--- src/rtl/flux_stream_decoder_assert.svh ---
// ----------------------------------------------------------------------------
// Flux stream decoder assertion macros
// Concurrent assertion wrappers, empty when synthesizing.
// ----------------------------------------------------------------------------
`ifndef FLUX_STREAM_DECODER_ASSERT_SVH
`define FLUX_STREAM_DECODER_ASSERT_SVH

`ifndef SYNTHESIS
// Check a property on each rising edge outside reset
`define FSD_ASSERT(lbl, clk, rst_n, prop) \
    lbl: assert property (@(posedge clk) disable iff (!rst_n) prop) \
        else $error("flux stream decoder assertion failed");
// Check that a condition never holds outside reset
`define FSD_ASSERT_NEVER(lbl, clk, rst_n, cond) \
    lbl: assert property (@(posedge clk) disable iff (!rst_n) !(cond)) \
        else $error("flux stream decoder forbidden condition seen");
`else
`define FSD_ASSERT(lbl, clk, rst_n, prop)
`define FSD_ASSERT_NEVER(lbl, clk, rst_n, cond)
`endif

`endif

--- src/rtl/fsd_pkg.sv ---
// ----------------------------------------------------------------------------
// fsd_pkg
// Shared types and constants of the flux stream decoder.
// ----------------------------------------------------------------------------
package fsd_pkg;

    // Result kinds
    typedef enum logic [1:0] {
        KIND_FLUX  = 2'd0,
        KIND_INDEX = 2'd1,
        KIND_INFO  = 2'd2,
        KIND_END   = 2'd3
    } t_kind;

    // One accepted input beat
    typedef struct packed {
        logic [7:0] data_byte;
        logic       end_of_buffer;
    } t_in_beat;

    // One result item
    typedef struct packed {
        t_kind       kind;
        logic [31:0] flux_time;
        logic [31:0] flux_number;
        logic [31:0] word_a;
        logic [31:0] word_b;
        logic [31:0] word_c;
        logic        code_present;
    } t_result;

    // Opcode map
    localparam logic [7:0] OP_FLUX2_MAX = 8'h07;
    localparam logic [7:0] OP_NOP1      = 8'h08;
    localparam logic [7:0] OP_NOP3      = 8'h0A;
    localparam logic [7:0] OP_OVERFLOW  = 8'h0B;
    localparam logic [7:0] OP_FLUX3     = 8'h0C;
    localparam logic [7:0] OP_OOB       = 8'h0D;

    // Out-of-band block types
    localparam logic [7:0] BLK_FLUX2    = 8'h00;
    localparam logic [7:0] BLK_INFO     = 8'h01;
    localparam logic [7:0] BLK_INDEX    = 8'h02;
    localparam logic [7:0] BLK_END      = 8'h03;
    localparam logic [7:0] BLK_EOF      = 8'h0D;

    // Block length thresholds and payload storage span
    localparam logic [15:0] INFO_MIN_LEN  = 16'd8;
    localparam logic [15:0] INDEX_MIN_LEN = 16'd12;
    localparam logic [15:0] END_CODE_LEN  = 16'd8;
    localparam logic [15:0] STORE_BYTES   = 16'd12;
    localparam int          PAYLOAD_WORDS = 3;

    localparam logic [31:0] OVERFLOW_STEP = 32'h0001_0000;

    // Configuration port
    localparam int          CFG_ADDR_W        = 3;
    localparam logic        REG_INDEX_LIMIT   = 1'b0;
    localparam logic [7:0]  INDEX_LIMIT_RESET = 8'd20;

    localparam int OUT_TDATA_W = 168;

endpackage

--- src/rtl/flux_stream_decoder.sv ---
// ----------------------------------------------------------------------------
// flux_stream_decoder
// Floppy flux stream decoder with out-of-band block records.
// ----------------------------------------------------------------------------
// Takes one stream byte per beat and returns at most one result per byte:
// a flux time with its running number, or a stream info, index or stream end
// record when an out-of-band block closes. A byte is taken every cycle while
// the result side keeps up; a result passes from the input register through
// the parser into the result register before it is presented, and a full
// result register can hold it back. The parser state update sets this rate.
// Write the index limit only while the stream is idle. tlast on the last byte
// clears stream state.
// ----------------------------------------------------------------------------
module flux_stream_decoder
    import fsd_pkg::*;
(
    input  logic                   i_clk,
    input  logic                   i_rst_n,
    // stream in
    input  logic                   s_axis_tvalid,
    output logic                   s_axis_tready,
    input  logic [7:0]             s_axis_tdata,   // [7:0] data_byte
    input  logic                   s_axis_tlast,   // end_of_buffer
    // stream out
    output logic                   m_axis_tvalid,
    input  logic                   m_axis_tready,
    // [31:0] flux_time, [63:32] flux_number, [95:64] word_a, [127:96] word_b,
    // [159:128] word_c, [160] code_present, [167:161] zero
    output logic [OUT_TDATA_W-1:0] m_axis_tdata,
    output logic [1:0]             m_axis_tuser,   // [1:0] kind
    // configuration
    input  logic                   psel,
    input  logic                   penable,
    input  logic                   pwrite,
    input  logic [CFG_ADDR_W-1:0]  paddr,
    input  logic [31:0]            pwdata,
    output logic [31:0]            prdata,
    output logic                   pready
);

    logic       [7:0] index_limit;
    t_in_beat         s_beat;
    t_in_beat         in_beat;
    logic             in_valid;
    logic             slot_free;
    logic             adv;
    logic             emit;
    t_result          result;
    t_result          out_result;

    fsd_apb_regs u_regs (
        .i_clk         (i_clk),
        .i_rst_n       (i_rst_n),
        .psel          (psel),
        .penable       (penable),
        .pwrite        (pwrite),
        .paddr         (paddr),
        .pwdata        (pwdata),
        .prdata        (prdata),
        .pready        (pready),
        .o_index_limit (index_limit)
    );

    assign s_beat.data_byte     = s_axis_tdata;
    assign s_beat.end_of_buffer = s_axis_tlast;

    fsd_in_stage u_in (
        .i_clk    (i_clk),
        .i_rst_n  (i_rst_n),
        .i_tvalid (s_axis_tvalid),
        .i_beat   (s_beat),
        .o_tready (s_axis_tready),
        .i_adv    (adv),
        .o_valid  (in_valid),
        .o_beat   (in_beat)
    );

    // Advance the held byte when the result slot can take its outcome
    assign adv = in_valid && slot_free;

    fsd_parser u_parser (
        .i_clk         (i_clk),
        .i_rst_n       (i_rst_n),
        .i_adv         (adv),
        .i_beat        (in_beat),
        .i_index_limit (index_limit),
        .o_emit        (emit),
        .o_result      (result)
    );

    fsd_out_stage u_out (
        .i_clk       (i_clk),
        .i_rst_n     (i_rst_n),
        .i_adv       (adv),
        .i_emit      (emit),
        .i_result    (result),
        .i_tready    (m_axis_tready),
        .o_slot_free (slot_free),
        .o_tvalid    (m_axis_tvalid),
        .o_result    (out_result)
    );

    // Pack the result beat
    assign m_axis_tdata = {7'd0,
                           out_result.code_present,
                           out_result.word_c,
                           out_result.word_b,
                           out_result.word_a,
                           out_result.flux_number,
                           out_result.flux_time};
    assign m_axis_tuser = out_result.kind;

endmodule

--- src/rtl/fsd_apb_regs.sv ---
// ----------------------------------------------------------------------------
// fsd_apb_regs
// APB register file holding the index record limit.
// ----------------------------------------------------------------------------
module fsd_apb_regs
    import fsd_pkg::*;
(
    input  logic                  i_clk,
    input  logic                  i_rst_n,
    input  logic                  psel,
    input  logic                  penable,
    input  logic                  pwrite,
    input  logic [CFG_ADDR_W-1:0] paddr,
    input  logic [31:0]           pwdata,
    output logic [31:0]           prdata,
    output logic                  pready,
    output logic [7:0]            o_index_limit
);

    logic [7:0] r_index_limit;
    logic       wr_en;

    // Decode a completed write to the limit register
    assign wr_en = psel && penable && pwrite && (paddr[2] == REG_INDEX_LIMIT);

    always_ff @(posedge i_clk) begin
        if (!i_rst_n) begin
            r_index_limit <= INDEX_LIMIT_RESET;
        end else if (wr_en) begin
            r_index_limit <= pwdata[7:0];
        end
    end

    // Read back, zero beyond the register list
    assign prdata        = (paddr[2] == REG_INDEX_LIMIT) ? {24'd0, r_index_limit} : 32'd0;
    assign pready        = 1'b1;
    assign o_index_limit = r_index_limit;

endmodule

--- src/rtl/fsd_in_stage.sv ---
// ----------------------------------------------------------------------------
// fsd_in_stage
// Input register that captures one stream beat for the parser.
// ----------------------------------------------------------------------------
module fsd_in_stage
    import fsd_pkg::*;
(
    input  logic     i_clk,
    input  logic     i_rst_n,
    input  logic     i_tvalid,
    input  t_in_beat i_beat,
    output logic     o_tready,
    input  logic     i_adv,
    output logic     o_valid,
    output t_in_beat o_beat
);

    logic     r_valid;
    t_in_beat r_beat;

    // Take a new beat when empty or when the held beat moves on
    assign o_tready = !r_valid || i_adv;

    always_ff @(posedge i_clk) begin
        if (!i_rst_n) begin
            r_valid <= 1'b0;
        end else if (o_tready) begin
            r_valid <= i_tvalid;
        end
    end

    always_ff @(posedge i_clk) begin
        if (o_tready && i_tvalid) begin
            r_beat <= i_beat;
        end
    end

    assign o_valid = r_valid;
    assign o_beat  = r_beat;

endmodule

--- src/rtl/fsd_parser.sv ---
// ----------------------------------------------------------------------------
// fsd_parser
// Opcode and out-of-band block parser; one byte per advance.
// ----------------------------------------------------------------------------
`include "flux_stream_decoder_assert.svh"

module fsd_parser
    import fsd_pkg::*;
(
    input  logic       i_clk,
    input  logic       i_rst_n,
    input  logic       i_adv,
    input  t_in_beat   i_beat,
    input  logic [7:0] i_index_limit,
    output logic       o_emit,
    output t_result    o_result
);

    typedef enum logic [3:0] {
        PH_OPCODE  = 4'd0,
        PH_FLUX2   = 4'd1,
        PH_FLUX3A  = 4'd2,
        PH_FLUX3B  = 4'd3,
        PH_SKIP    = 4'd4,
        PH_OOBTYPE = 4'd5,
        PH_LENLO   = 4'd6,
        PH_LENHI   = 4'd7,
        PH_PAYLOAD = 4'd8
    } t_phase;

    t_phase      r_phase,       n_phase;
    logic [7:0]  r_partial,     n_partial;
    logic [7:0]  r_block_type,  n_block_type;
    logic [15:0] r_block_len,   n_block_len;
    logic [15:0] r_bytes_left,  n_bytes_left;
    logic [31:0] r_words [PAYLOAD_WORDS];
    logic [31:0] n_words [PAYLOAD_WORDS];
    logic [31:0] r_overflow,    n_overflow;
    logic [31:0] r_flux_total,  n_flux_total;
    logic [7:0]  r_index_total, n_index_total;
    logic        r_eof,         n_eof;

    logic [7:0]  b;
    logic        do_flux;
    logic        do_finish;
    logic [31:0] flux_val;
    logic [15:0] fin_len;
    logic [15:0] len_full;
    logic [15:0] offset;
    logic        emit;
    t_result     res;

    assign b = i_beat.data_byte;

    // Decode the current byte and work out the next state
    always_comb begin
        n_phase       = r_phase;
        n_partial     = r_partial;
        n_block_type  = r_block_type;
        n_block_len   = r_block_len;
        n_bytes_left  = r_bytes_left;
        n_overflow    = r_overflow;
        n_flux_total  = r_flux_total;
        n_index_total = r_index_total;
        n_eof         = r_eof;
        for (int w = 0; w < PAYLOAD_WORDS; w++) begin
            n_words[w] = r_words[w];
        end
        do_flux   = 1'b0;
        do_finish = 1'b0;
        flux_val  = 32'd0;
        fin_len   = r_block_len;
        len_full  = {b, r_block_len[7:0]};
        offset    = r_block_len - r_bytes_left;
        emit      = 1'b0;
        res       = '0;

        if (i_adv && !r_eof) begin
            case (r_phase)
                PH_FLUX2, PH_FLUX3B: begin
                    n_phase  = PH_OPCODE;
                    do_flux  = 1'b1;
                    flux_val = {16'd0, r_partial, b};
                end
                PH_FLUX3A: begin
                    n_partial = b;
                    n_phase   = PH_FLUX3B;
                end
                PH_SKIP: begin
                    if (r_bytes_left != 16'd0) begin
                        n_bytes_left = r_bytes_left - 16'd1;
                    end
                    if (r_bytes_left <= 16'd1) begin
                        n_phase = PH_OPCODE;
                    end
                end
                PH_OOBTYPE: begin
                    if (b == BLK_FLUX2) begin
                        // escape followed by zero type starts a two-byte flux
                        n_partial = 8'd0;
                        n_phase   = PH_FLUX2;
                    end else begin
                        n_block_type = b;
                        if (b == BLK_EOF) begin
                            n_eof   = 1'b1;
                            n_phase = PH_OPCODE;
                        end else begin
                            n_phase = PH_LENLO;
                        end
                    end
                end
                PH_LENLO: begin
                    n_block_len = {8'd0, b};
                    n_phase     = PH_LENHI;
                end
                PH_LENHI: begin
                    n_block_len  = len_full;
                    n_bytes_left = len_full;
                    fin_len      = len_full;
                    if (len_full == 16'd0) begin
                        do_finish = 1'b1;
                    end else begin
                        n_phase = PH_PAYLOAD;
                    end
                end
                PH_PAYLOAD: begin
                    // store the first payload bytes little-endian
                    if (offset < STORE_BYTES) begin
                        for (int w = 0; w < PAYLOAD_WORDS; w++) begin
                            for (int k = 0; k < 4; k++) begin
                                if ((offset[3:2] == 2'(w)) && (offset[1:0] == 2'(k))) begin
                                    n_words[w][8*k +: 8] = b;
                                end
                            end
                        end
                    end
                    n_bytes_left = r_bytes_left - 16'd1;
                    if (r_bytes_left == 16'd1) begin
                        do_finish = 1'b1;
                    end
                end
                default: begin
                    n_phase = PH_OPCODE;
                    if (b <= OP_FLUX2_MAX) begin
                        n_partial = b;
                        n_phase   = PH_FLUX2;
                    end else if (b == OP_NOP1) begin
                        n_phase = PH_OPCODE;
                    end else if (b <= OP_NOP3) begin
                        n_bytes_left = {8'd0, b} - {8'd0, OP_NOP1};
                        n_phase      = PH_SKIP;
                    end else if (b == OP_OVERFLOW) begin
                        n_overflow = r_overflow + OVERFLOW_STEP;
                    end else if (b == OP_FLUX3) begin
                        n_phase = PH_FLUX3A;
                    end else if (b == OP_OOB) begin
                        n_phase = PH_OOBTYPE;
                    end else begin
                        do_flux  = 1'b1;
                        flux_val = {24'd0, b};
                    end
                end
            endcase
        end

        // Emit a flux time with any pending overflow
        if (do_flux) begin
            emit            = 1'b1;
            res.kind        = KIND_FLUX;
            res.flux_time   = flux_val + r_overflow;
            res.flux_number = r_flux_total;
            n_overflow      = 32'd0;
            n_flux_total    = r_flux_total + 32'd1;
        end

        // Close an out-of-band block and report its record
        if (do_finish) begin
            n_phase         = PH_OPCODE;
            res.flux_number = r_flux_total;
            case (r_block_type)
                BLK_INFO: begin
                    if (fin_len >= INFO_MIN_LEN) begin
                        emit       = 1'b1;
                        res.kind   = KIND_INFO;
                        res.word_a = n_words[0];
                        res.word_b = n_words[1];
                    end
                end
                BLK_INDEX: begin
                    if ((fin_len >= INDEX_MIN_LEN) && (r_index_total < i_index_limit)) begin
                        emit          = 1'b1;
                        res.kind      = KIND_INDEX;
                        res.word_a    = n_words[0];
                        res.word_b    = n_words[1];
                        res.word_c    = n_words[2];
                        n_index_total = r_index_total + 8'd1;
                    end
                end
                BLK_END: begin
                    emit     = 1'b1;
                    res.kind = KIND_END;
                    if (fin_len >= END_CODE_LEN) begin
                        res.word_b       = n_words[1];
                        res.code_present = 1'b1;
                    end
                end
                default: begin
                    emit = 1'b0;
                end
            endcase
        end

        // Drop all stream state after the last byte of a buffer
        if (i_adv && i_beat.end_of_buffer) begin
            n_phase       = PH_OPCODE;
            n_partial     = 8'd0;
            n_block_type  = 8'd0;
            n_block_len   = 16'd0;
            n_bytes_left  = 16'd0;
            n_overflow    = 32'd0;
            n_flux_total  = 32'd0;
            n_index_total = 8'd0;
            n_eof         = 1'b0;
        end
    end

    // Hold parser state
    always_ff @(posedge i_clk) begin
        if (!i_rst_n) begin
            r_phase       <= PH_OPCODE;
            r_partial     <= 8'd0;
            r_block_type  <= 8'd0;
            r_block_len   <= 16'd0;
            r_bytes_left  <= 16'd0;
            r_overflow    <= 32'd0;
            r_flux_total  <= 32'd0;
            r_index_total <= 8'd0;
            r_eof         <= 1'b0;
        end else begin
            r_phase       <= n_phase;
            r_partial     <= n_partial;
            r_block_type  <= n_block_type;
            r_block_len   <= n_block_len;
            r_bytes_left  <= n_bytes_left;
            r_overflow    <= n_overflow;
            r_flux_total  <= n_flux_total;
            r_index_total <= n_index_total;
            r_eof         <= n_eof;
        end
    end

    // Payload words carry no reset; every field read was written first
    always_ff @(posedge i_clk) begin
        for (int w = 0; w < PAYLOAD_WORDS; w++) begin
            r_words[w] <= n_words[w];
        end
    end

    assign o_emit   = emit;
    assign o_result = res;

    `FSD_ASSERT(a_clear_after_last, i_clk, i_rst_n,
        (i_adv && i_beat.end_of_buffer)
            |=> ((r_phase == PH_OPCODE) && (r_flux_total == 32'd0) && !r_eof))
    `FSD_ASSERT_NEVER(a_no_emit_after_eof, i_clk, i_rst_n, r_eof && emit)
    `FSD_ASSERT_NEVER(a_skip_has_count, i_clk, i_rst_n,
        (r_phase == PH_SKIP) && (r_bytes_left == 16'd0))

endmodule

--- src/rtl/fsd_out_stage.sv ---
// ----------------------------------------------------------------------------
// fsd_out_stage
// Result register that holds one result beat until the sink takes it.
// ----------------------------------------------------------------------------
module fsd_out_stage
    import fsd_pkg::*;
(
    input  logic    i_clk,
    input  logic    i_rst_n,
    input  logic    i_adv,
    input  logic    i_emit,
    input  t_result i_result,
    input  logic    i_tready,
    output logic    o_slot_free,
    output logic    o_tvalid,
    output t_result o_result
);

    logic    r_valid;
    t_result r_result;

    // Slot frees when empty or when the held beat is taken this cycle
    assign o_slot_free = !r_valid || i_tready;

    always_ff @(posedge i_clk) begin
        if (!i_rst_n) begin
            r_valid <= 1'b0;
        end else if (i_adv) begin
            r_valid <= i_emit;
        end else if (i_tready) begin
            r_valid <= 1'b0;
        end
    end

    always_ff @(posedge i_clk) begin
        if (i_adv && i_emit) begin
            r_result <= i_result;
        end
    end

    assign o_tvalid = r_valid;
    assign o_result = r_result;

endmodule

--- config.mk ---
export PLATFORM = sky130hd
export DESIGN_NAME = flux_stream_decoder
export DESIGN_NICKNAME = d
export VERILOG_FILES = /design/src/rtl/fsd_pkg.sv /design/src/rtl/flux_stream_decoder.sv /design/src/rtl/fsd_apb_regs.sv /design/src/rtl/fsd_in_stage.sv /design/src/rtl/fsd_parser.sv /design/src/rtl/fsd_out_stage.sv
export VERILOG_INCLUDE_DIRS = /design/src /design/src/rtl
export SDC_FILE = /design/constraint.sdc
export NUM_CORES = 1
export LEC_CHECK = 0
export BUFFER_PORTS_ARGS = -buffer_cell sky130_fd_sc_hd__buf_4
export CAP_MARGIN = 20
export CORE_UTILIZATION = 40
export CTS_CLUSTER_SIZE = 25
export DETAILED_ROUTE_END_ITERATION = 7
export GPL_TIMING_DRIVEN = 0
export HOLD_SLACK_MARGIN = 0.02
export PLACE_DENSITY = 0.59
export SYNTH_ARGS = -nofsm -noshare
export SYNTH_HDL_FRONTEND = slang
export SYNTH_HIERARCHICAL = 1
export SYNTH_SLANG_ARGS = --single-unit
--- constraint.sdc ---
create_clock -name i_clk -period 9.5 [get_ports i_clk]
set_input_delay 1.9 -clock i_clk [delete_from_list [all_inputs] [get_ports i_clk]]
set_output_delay 1.9 -clock i_clk [all_outputs]
set_load 0.005 [all_outputs]
== After elaboration in Yosys (flattened, before gate mapping) ==
Memory sizes are Yosys's and may differ from the RTL's.
Cells that the tools add are included.

* Add/sub/neg operators: 7
* Magnitude comparators: 7
* Equality and inequality tests: 27
* Mux-type cells: 79
* Bitwise gates (word level): 11
* Reduce and logical (&&, ||, !) cells: 53

{| class="wikitable"
|+ Operator list
! cell !! number
|-
| 2-to-1 mux 96 bit || 4
|-
| 2-to-1 mux 32 bit || 9
|-
| 2-to-1 mux 129 bit || 1
|-
| 2-to-1 mux 8 bit || 16
|-
| one-hot mux 32 bit (2 select lines) || 2
|-
| 2-to-1 mux 16 bit || 6
|-
| one-hot mux 32 bit (3 select lines) || 1
|-
| 2-to-1 mux 64 bit || 1
|-
| one-hot mux 16 bit (4 select lines) || 1
|-
| adder 32 x 1 -> 32 bit (second input constant) || 1
|-
| adder 32 x 17 -> 32 bit (second input constant) || 1
|-
| adder 32 bit || 1
|-
| == test 8 x 4 -> 1 bit (second input constant) || 4
|-
| greater-or-equal comparator 16 x 4 -> 1 bit (second input constant) || 2
|-
| 2-to-1 mux 4 bit || 8
|-
| one-hot mux 16 bit (2 select lines) || 1
|-
| one-hot mux 4 bit (7 select lines) || 1
|-
| one-hot mux 8 bit (3 select lines) || 1
|-
| logical AND 1 bit || 21
|-
| 2-to-1 mux 1 bit || 19
|-
| == test 16 x 1 -> 1 bit (second input constant) || 1
|-
| == test 4 x 3 -> 1 bit (second input constant) || 4
|-
| == test 8 x 2 -> 1 bit (second input constant) || 2
|-
| less-or-equal comparator 16 x 1 -> 1 bit (second input constant) || 1
|-
| other kinds (41) || 75
|}

* Flip-flop bits (word level): 307
* Memory bits (writable): 96
* Bits of input ports: 51
* Output and inout port bits: 205
* Word-level logic and storage cells: 207
* Memories kept: 1

{| class="wikitable"
|+ Memory list
! memory !! depth !! bits a word !! read ports !! clocked after memory_dff !! write ports !! line !! source
|-
| u_parser.r_words || 3 || 32 || 3 || 0 || 3 || fsd_parser.sv:36 || <nowiki>logic [31:0] r_words [PAYLOAD_WORDS];</nowiki>
|}

== Longest topological paths before layout ==
Gate-level depths: netlist (run 1).

* Depth after elaboration: 14
* Depth in mapped cells: 14
* Mapped depth without buffers: 12

== Hierarchy ==
The synthesis (run 1) kept the hierarchy.

{| class="wikitable"
|+ By module, submodules not included
! module !! instances !! cells each !! area each (µm²) !! sequential area each (µm²)
|-
| fsd_parser || 1 || 1300 || 11086.9 || 4103.9
|-
| fsd_out_stage || 1 || 168 || 4946.0 || 4914.7
|-
| fsd_apb_regs || 1 || 70 || 600.6 || 160.2
|-
| fsd_in_stage || 1 || 14 || 327.8 || 290.3
|-
| flux_stream_decoder || 1 || 9 || 62.6 || 0.0
|}

== Worst setup path after synthesis (run 1) ==
Ideal clock, no wire load.

* Path type: input to register
* From: input port m_axis_tready
* To: register u_out.r_result, in the netlist u_out/o_result[0] (enable)
* Library setup time: 0.410 ns
* Arrival time: 4.946 ns
* Required time: 9.090 ns
* Setup slack: 4.143 ns
* Stages: 11
* Buffers on the path: 1
* Cells stage by stage: or2b_1 > and2_1 > nand2b_1 > clkbuf_1 > nor2_1 > a31o_2 > a221oi_1 > nor3_1 > mux2i_1 > o22a_1 > and2_4

* Cells in the longest elaborated chain, start to end: 10
* Elaborated cells between the ends (all ways): 15
* Classes of those cells: order compare: 2; mux: 8; reduce/logical: 5

{| class="wikitable"
|+ Ends and longest elaborated chain
! item !! line !! source
|-
| from (decl) || flux_stream_decoder.sv:26 || <nowiki>input logic m_axis_tready,</nowiki>
|-
| logical OR 1 bit * || fsd_out_stage.sv:23 || <nowiki>assign o_slot_free = !r_valid || i_tready;</nowiki>
|-
| logical AND 1 bit * || flux_stream_decoder.sv:79 || <nowiki>assign adv = in_valid && slot_free;</nowiki>
|-
| named net adv || flux_stream_decoder.sv:46 || <nowiki>logic adv;</nowiki>
|-
| logical AND 1 bit * || fsd_parser.sv:78 || <nowiki>if (i_adv && !r_eof) begin</nowiki>
|-
| 2-to-1 mux 16 bit || fsd_parser.sv:78 ||
|-
| greater-or-equal comparator 16 x 4 -> 1 bit || fsd_parser.sv:190 || <nowiki>if ((fin_len >= INDEX_MIN_LEN) && (r_index_total < i_index_limit)) begin</nowiki>
|-
| logical AND 1 bit || fsd_parser.sv:190 ||
|-
| 2-to-1 mux 1 bit || fsd_parser.sv:190 ||
|-
| one-hot mux 1 bit (3 select lines) || fsd_parser.sv:180 || <nowiki>case (r_block_type)</nowiki>
|-
| 2-to-1 mux 1 bit * || fsd_parser.sv:177 || <nowiki>if (do_finish) begin</nowiki>
|-
| named net emit || flux_stream_decoder.sv:47 || <nowiki>logic emit;</nowiki>
|-
| logical AND 1 bit * || fsd_out_stage.sv:36 || <nowiki>if (i_adv && i_emit) begin</nowiki>
|-
| to (signal assigned) || fsd_out_stage.sv:37 || <nowiki>r_result <= i_result;</nowiki>
|-
| to (decl) || fsd_out_stage.sv:20 || <nowiki>t_result r_result;</nowiki>
|}

Mark *: on every way through the listed nets, which the timed path passes. The rest lies on a longest branch.
A chain may end at the register's enable or synchronous reset.

== Worst setup path after layout (run 1) ==
* From: register u_in.r_beat, in the netlist u_in/o_beat[5]
* To: register u_out.r_result, in the netlist u_out/o_result[4] (enable)

* Cells in the longest elaborated chain, start to end: 14
* Elaborated cells between the ends (all ways): 29
* Classes of those cells: order compare: 4; eq/ne: 4; mux: 18; reduce/logical: 3

{| class="wikitable"
|+ Ends and longest elaborated chain
! item !! line !! source
|-
| from (decl) || fsd_in_stage.sv:19 || <nowiki>t_in_beat r_beat;</nowiki>
|-
| from (signal assigned) || fsd_in_stage.sv:34 || <nowiki>r_beat <= i_beat;</nowiki>
|-
| == test 8 x 4 -> 1 bit || fsd_parser.sv:156 || <nowiki>end else if (b == OP_OOB) begin</nowiki>
|-
| 2-to-1 mux 1 bit || fsd_parser.sv:156 ||
|-
| 2-to-1 mux 1 bit || fsd_parser.sv:154 || <nowiki>end else if (b == OP_FLUX3) begin</nowiki>
|-
| 2-to-1 mux 1 bit || fsd_parser.sv:152 || <nowiki>end else if (b == OP_OVERFLOW) begin</nowiki>
|-
| 2-to-1 mux 1 bit || fsd_parser.sv:149 || <nowiki>end else if (b <= OP_NOP3) begin</nowiki>
|-
| 2-to-1 mux 1 bit || fsd_parser.sv:147 || <nowiki>end else if (b == OP_NOP1) begin</nowiki>
|-
| 2-to-1 mux 1 bit || fsd_parser.sv:144 || <nowiki>if (b <= OP_FLUX2_MAX) begin</nowiki>
|-
| one-hot mux 1 bit (2 select lines) || fsd_parser.sv:79 || <nowiki>case (r_phase)</nowiki>
|-
| 2-to-1 mux 1 bit || fsd_parser.sv:78 ||
|-
| 2-to-1 mux 1 bit || fsd_parser.sv:167 || <nowiki>if (do_flux) begin</nowiki>
|-
| 2-to-1 mux 1 bit (on tied branches) || fsd_parser.sv:190, fsd_parser.sv:182 ||
|-
| one-hot mux 1 bit (3 select lines) || fsd_parser.sv:180 ||
|-
| 2-to-1 mux 1 bit * || fsd_parser.sv:177 ||
|-
| named net emit || flux_stream_decoder.sv:47 ||
|-
| logical AND 1 bit * || fsd_out_stage.sv:36 ||
|}

Marks and branches as above.

==> impl_results.md, run 1 <==
* GR Util met2 at 0.313
* Required time of the critical path at 9.72 ns
* Critical path peak fanout at 71
* Post-Route Setup TNS at 0 ns
* Clock sinks at 387
* F_max at 169 MHz
* Least-Margin Pin Slew at 0.997 ns
* Pwr/cell area at 171 nW/µm²
* Mapped Area at 17,000 µm²
* Critical Path End Type: register
* Layout cells sized above 1 at 0.236
* Die ar. at 43,400 µm²
* Delay of the slowest critical-path stage at 0.77 ns
* Worst hold path class: register to register
* CTS tree: built
* Synth-to-layout area growth at 21.7%
* Top_reg_cell synth: dfxtp_1
* GRT met3 Usage at 0.0331
* Core area at 41,900 µm²
* HPWL after detailed placement at 29.7 mm
* Hold_buf cts at 0
* Vias in the first global route at 11.6k
* Register area share after synthesis at 0.556
* WP buf/inv at 5
* Setup repair bufs after CTS at 0
* Worst-case vdd ir drop at 0.120 mV
* Distinct cells, synth at 79
* Global routing's busiest layer: met2
* Max H-tree Level at 2
* First-pass GRT wire length at 65.3 mm
* Slew margin rel. at 0.330
* Routing usage on met1 at 0.259
* First DRT Iteration DRCs at 842
* Post-route cell area at 20,700 µm²
* Max-slew violations at 0
* Syn Inst Count at 1,561
* Avg Synthesized Cell Area at 10.9 µm²
* WL per Instance at 17.6 µm
* Yosys warns at 6
* Starting density of the core at 0.406
* Clk_skew at 0.0138 ns
* Via count at 12.2k
* Pwr Total at 3.55 mW
* Async SR Flop Fraction at 0
* Critical path cell sequence: clkbuf_1 -> clkinv_1 -> ha_1 -> or3b_2 -> a221oi_1 -> o21ai_1 -> and2_1 -> buf_2 -> nor3_1 -> mux2i_1 -> o22a_1 -> and2_4 -> buf_16 -> buf_16
* Number of flops mapped to enable cells by yosys at 172
* CTS buffer count at 41
* I/O pin count at 256
* Die W at 208 µm
* IO Port Bufs at 197
* Clk Tree Root Cell: clkbuf_16
* Post-route ant nets at 0
* DRC at 0
* Pin count of the biggest net entering global routing at 72
* Initial antenna violation count at 2
* DR pass1 iterations at 5
* Gpl congestion at 0.878
* GRT Residual Overflow at 0
* Crit path DAT at 6.12 ns
* CP delay by family, top: buffers and inverters
* Post-Route WL at 42.3 mm
* Most frequent cells in the layout: buf_4, dfxtp_1, edfxtp_1, nor2_1, nand2_1
* Final setup viols at 0
* Worst-Skew Late Latency at 0.56 ns
* Final setup margin at 3.60 ns
* Crit-path slowest cell: clkinv_1
* Leak Pwr at 8.44 nW
* Fin util at 0.494
* Final nets at 1,913
* CTS resizes at 0
* Pre-CTS setup slack at 3.35 ns
* Fin crit period at 5.90 ns
* Most common cell on crit path: buf_16
* # rows at 75
* Setup Crit Path Kind: register to register
* Period utilisation layout at 0.621
* RSZ-0062 raised after global routing: false
* Clock Tree Buf Depth at 3
* Status: finished clean
* GRT Total Usage at 0.193
* #FFs+latches synth at 387
* Dpl cell area at 19,300 µm²
* CP Launch Type: register
* Max-cap violations at 0
* Die Y at 208 µm
* Hold Vio Cnt, Final at 0
* Clock-pin slew on the worst setup and hold paths at 0.06 ns
* Vias per cell at 5.06
* Commonest non-fill, non-tap cell in the layout: buf_4
[logic make-up (layout without fill, tap and decap cells)]
group	after synthesis	in the layout	synth area share
and+or+nand+nor	590	590	0.192
DFF	387	387	0.556
AOI/OAI and AO/OA	224	224	0.0846
buffers and inverters	162	437	0.0456
muxes	103	103	0.0661
xor gates and xnor gates	62	62	0.0319
adders and majority gates	30	30	0.0225
other	3	33	0.000661
[layer usage]
layer  wire (µm)  vias up
li1            -     5976
met1       19300     5808
met2       19700      330
met3        2200       56
met4        1000        2
met5          13        -
[synthesized netlist by cell type (6+ instances only)]
cell type / instances / area (µm²)
a21oi_1: 78 / 390
dfxtp_1: 215 / 4300
or3b_2: 7 / 61.3
a21o_1: 7 / 52.6
and2b_2: 8 / 70.1
o21ai_0: 35 / 175
nand4_4: 10 / 213
mux2_2: 71 / 800
and2_1: 34 / 213
nor2b_1: 56 / 350
nand2_1: 122 / 458
inv_1: 48 / 180
xnor2_1: 23 / 201
and2_4: 6 / 52.6
nand2b_1: 7 / 43.8
o22ai_1: 11 / 68.8
nor2b_4: 6 / 82.6
ha_1: 29 / 363
a211oi_1: 14 / 105
xor2_1: 39 / 342
or2_2: 18 / 113
edfxtp_1: 172 / 5160
nand4_1: 24 / 150
or3_1: 14 / 87.6
nor3_1: 21 / 105
buf_4: 32 / 240
a21boi_0: 22 / 165
a221oi_1: 8 / 70.1
nand3_1: 39 / 195
nor4_1: 12 / 75.1
nor2_1: 144 / 541
mux2i_1: 31 / 310
clkbuf_1: 71 / 267
and3_1: 40 / 250
[worst reg2reg max path, stage by stage, from the launching register on]
cell	delay [ns]
edfxtp_1	0.47
clkbuf_1	0.73
clkinv_1	0.78
ha_1	0.45
or3b_2	0.19
a221oi_1	0.08
o21ai_1	0.63
and2_1	0.27
buf_2	0.25
nor3_1	0.09
mux2i_1	0.18
o22a_1	0.17
and2_4	0.53
buf_16	0.35
buf_16	0.36
[layout make-up]
type / instances / area (µm²)
Clock buffer: 53 / 1150
Sequential cell: 387 / 9470
Timing Repair Buffer: 199 / 1530
Multi-Input combinational cell: 1041 / 6890
Fill cell: 3860 / 21200
Antenna cell: 1 / 2.50
Tap cell: 539 / 674
Inverter: 50 / 188
Clock inverter: 23 / 215
Buffer: 112 / 588
[final timing paths]
| check | endpoint | slack (ns) | depth (start not counted) | start |
|---|---|---|---|---|
| hold reg to reg | u_parser/r_words[0][84] | 0.44 | 2 | u_parser/r_words[0][84] |
| setup reg to reg | u_out/o_result[4] | 3.60 | 14 | u_in/o_beat[5] |
| hold / removal | u_parser/r_words[0][84] | 0.44 | 2 | u_parser/r_words[0][84] |
| setup / recovery | u_out/o_result[4] | 3.60 | 14 | u_in/o_beat[5] |
[where the power goes]
group          switching, mW  leakage [nW]  internal (mW)  total (mW)
clock                  0.653         0.675          0.966        1.62
sequential           0.00666          3.58           1.75        1.75
combinational          0.117          4.19         0.0605       0.178
[metrics by stage]
| stage | hold slack (ns) | cells |
|---|---|---|
| 2_1_floorplan | 0.410 | 1590 |
| 3_3_place_gp | 0.418 | 2326 |
| 3_5_place_dp | 0.425 | 2328 |
| 4_1_cts | 0.438 | 2404 |
| 5_1_grt | 0.459 | 2404 |
| 6_report | 0.438 | 2405 |
[registers in the layout (all words and copies together), names as in the netlist]
| register | cells |
|---|---|
| u_in/o_beat | 9 |
| u_in/o_valid | 1 |
| u_out/o_result | 163 |
| u_out/o_tvalid | 1 |
| u_parser/r_block_len | 16 |
| u_parser/r_block_type | 8 |
| u_parser/r_bytes_left | 16 |
| u_parser/r_eof | 1 |
| u_parser/r_flux_total | 32 |
| u_parser/r_index_total | 8 |
| u_parser/r_overflow | 16 |
| u_parser/r_partial | 8 |
| u_parser/r_phase | 4 |
| u_parser/r_words | 96 |
| u_regs/o_index_limit | 8 |
No activity file was read; power rests on OpenSTA's default activity.
==> run 2, diff against run 1 <==
==> constraint.sdc (replaced) <==
create_clock -name i_clk -period 5.9 [get_ports i_clk]
set_input_delay 1.18 -clock i_clk [delete_from_list [all_inputs] [get_ports i_clk]]
set_output_delay 1.18 -clock i_clk [all_outputs]
set_load 0.005 [all_outputs]
==> impl_results.md, run 2 (same netlist as run 1, synthesis figures left out) <==
* RR Endpoint: u_out/o_result[4] (unchanged)
* Setup repair bufs after CTS at 0 (unchanged)
* Worst setup path startpoint: u_in/o_beat[5] (unchanged)
* Clk Tree Root Cell: clkbuf_16 (unchanged)
* Max-cap violations at 0 (unchanged)
* DRC at 0 (unchanged)
* Worst hold path class: register to register (unchanged)
* CTS buffer count at 41 (unchanged)
* CP Launch Type: register (unchanged)
* Fin crit period at 5.49 ns (was 5.90 ns)
* Worst-case vdd ir drop at 0.193 mV (was 0.120 mV)
* Die Y at 208 µm (unchanged)
* Fillers at 3,858 (was 3,860)
* Reg-to-reg slack, setup at 0.41 ns (was 3.60 ns)
* RSZ-0062 raised after global routing: false (unchanged)
* Least-Margin Pin Slew at 1.02 ns (was 0.997 ns)
* Clock-pin slew on the worst setup and hold paths at 0.06 ns (about the same)
* Period utilisation layout at 0.930 (was 0.621)
* Die W at 208 µm (unchanged)
* FF+latch area at 9470 µm² (unchanged)
* Most frequent cells in the layout: buf_4, dfxtp_1, edfxtp_1, nor2_1, nand2_1 (unchanged)
* Worst-Skew Late Latency at 0.56 ns (about the same)
* Hold Vio Cnt, Final at 0 (unchanged)
* Clock Tree Buf Depth at 3 (unchanged)
* CTS tree: built (unchanged)
* Commonest non-fill, non-tap cell in the layout: buf_4 (unchanged)
* Status: finished clean (unchanged)
* Required time of the critical path at 6.11 ns (was 9.72 ns)
* WHS Path Cells at 2 (unchanged)
* # rows at 75 (unchanged)
* IO Port Bufs at 197 (unchanged)
* Slew margin rel. at 0.314 (was 0.330)
* Final nets at 1,913 (unchanged)
* Initial antenna violation count at 2 (unchanged)
* Vias per cell at 5.08 (was 5.06)
* CTS resizes at 1 (was 0)
* Pwr Total at 5.71 mW (was 3.55 mW)
* Clk_skew at 0.0154 ns (was 0.0138 ns)
* WL per Instance at 17.6 µm (about the same)
* DR pass1 iterations at 5 (unchanged)
* Critical path cell sequence: clkdlybuf4s15_1 -> clkinv_2 -> ha_1 -> or3b_2 -> a221oi_1 -> o21ai_1 -> and2_1 -> buf_2 -> nor3_1 -> mux2i_1 -> o22a_1 -> and2_4 -> buf_16 -> buf_16 (was clkbuf_1 -> clkinv_1 -> ha_1 -> or3b_2 -> a221oi_1 -> o21ai_1 -> and2_1 -> buf_2 -> nor3_1 -> mux2i_1 -> o22a_1 -> and2_4 -> buf_16 -> buf_16)
* Delay of the slowest critical-path stage at 0.73 ns (was 0.77 ns)
* Critical Path End Type: register (unchanged)
* Worst r2r src: u_in/o_beat[5] (unchanged)
* Final setup viols at 0 (unchanged)
* Area of the multi-input gates at 6890 µm² (unchanged)
* Crit-path slowest cell: clkdlybuf4s15_1 (was clkinv_1)
* Setup Crit Path Kind: register to register (unchanged)
* Pwr/cell area at 276 nW/µm² (was 171 nW/µm²)
* Hold_buf cts at 0 (unchanged)
* Synth-to-layout area growth at 21.7% (about the same)
* Via count at 12.2k (about the same)
* Core area at 41,900 µm² (unchanged)
* Critical path peak fanout at 71 (unchanged)
* First DRT Iteration DRCs at 927 (was 842)
* Die ar. at 43,400 µm² (unchanged)
* Max-slew violations at 0 (unchanged)
* R2R cell count at 14 (unchanged)
* I/O pin count at 256 (unchanged)
* GRT Total Usage at 0.193 (unchanged)
* GRT Residual Overflow at 0 (unchanged)
* Pre-CTS setup slack at -0.113 ns (was 3.35 ns)
* Post-Route Setup TNS at 0 ns (unchanged)
* Vias in the first global route at 11.6k (unchanged)
* Max FFs per register at 163 (unchanged)
* Most common cell on crit path: buf_16 (unchanged)
* First-pass GRT wire length at 65.3 mm (unchanged)
* Starting density of the core at 0.406 (unchanged)
* Clock sinks at 387 (unchanged)
* Crit path DAT at 5.70 ns (was 6.12 ns)
* Leak Pwr at 8.45 nW (was 8.44 nW)
* CP endpoint: u_out/o_result[4] (unchanged)
* F_max at 182 MHz (was 169 MHz)
* Gpl congestion at 0.878 (unchanged)
* Layout cells sized above 1 at 0.237 (was 0.236)
* Pin count of the biggest net entering global routing at 72 (unchanged)
* Fin util at 0.494 (about the same)
* Post-Route WL at 42.2 mm (was 42.3 mm)
* Max H-tree Level at 2 (unchanged)
* Post-route ant nets at 0 (unchanged)
* Final setup margin at 0.410 ns (was 3.60 ns)
* HPWL after detailed placement at 29.7 mm (unchanged)
==> run 2: cell types whose count changed in the layout (fill, tap and decap cells not counted), sizes merged <==
cell / before / now
clkdlybuf4s15: 0 / 1
clkbuf: 124 / 123
==> run 2: where the power goes <==
group          leakage, nW  internal [mW]  total [mW]  switching (mW)
combinational         4.19         0.0977       0.286           0.188
clock                0.675           1.56        2.60            1.05
sequential            3.58           2.81        2.82          0.0109
==> run 2: per-layer routing <==
metal,global-route usage,part of all wire,up-vias
met3,0.0331,0.047,57
met5,0,0.00031,-
met4,0.0672,0.024,2
li1,-,-,5972
met1,0.259,0.46,5871
met2,0.313,0.47,316
==> run 2: area by class of cell <==
type / instances / share of cell area
inverter: 50 / 0.00912
buffer: 112 / 0.0287
tap: 539 / 0.0325
sequential: 387 / 0.457
clock inverter: 23 / 0.0104
timing repair buffer: 199 / 0.0740
clock buffer: 53 / 0.0557
antenna: 1 / 0.000121
multi-input combinational: 1041 / 0.332
==> run 2: worst min-delay path by stage <==
stage / startpoint / end / slack [ns]
2_1_floorplan: u_parser/r_words[0][19] / u_parser/r_words[0][19] / 0.41
3_3_place_gp: u_parser/r_words[0][59] / u_parser/r_words[0][59] / 0.42
3_5_place_dp: u_parser/r_words[0][20] / u_parser/r_words[0][20] / 0.43
4_1_cts: u_parser/r_words[0][91] / u_parser/r_words[0][91] / 0.44
5_1_grt: u_parser/r_words[0][36] / u_parser/r_words[0][36] / 0.46
6_report: u_parser/r_words[0][84] / u_parser/r_words[0][84] / 0.44
==> run 2: metrics by stage <==
stage | cells | hold WS (ns) | cell area, µm²
floorplan | 1590 | 0.410 | 17100
global placement | 2326 | 0.418 | 19300
detailed placement | 2328 | 0.425 | 19300
CTS | 2404 | 0.438 | 20700
global route | 2404 | 0.459 | 20700
finish | 2405 | 0.438 | 20700
==> run 2: worst max-delay path, delay by kind of cell (launching register included) <==
kind            cells  cell delay, ns
buf+inv             5            2.12
fa+ha+maj           1            0.33
flops               1            0.47
mux                 1            0.18
simple gates        4            1.07
compound gates      3            0.87
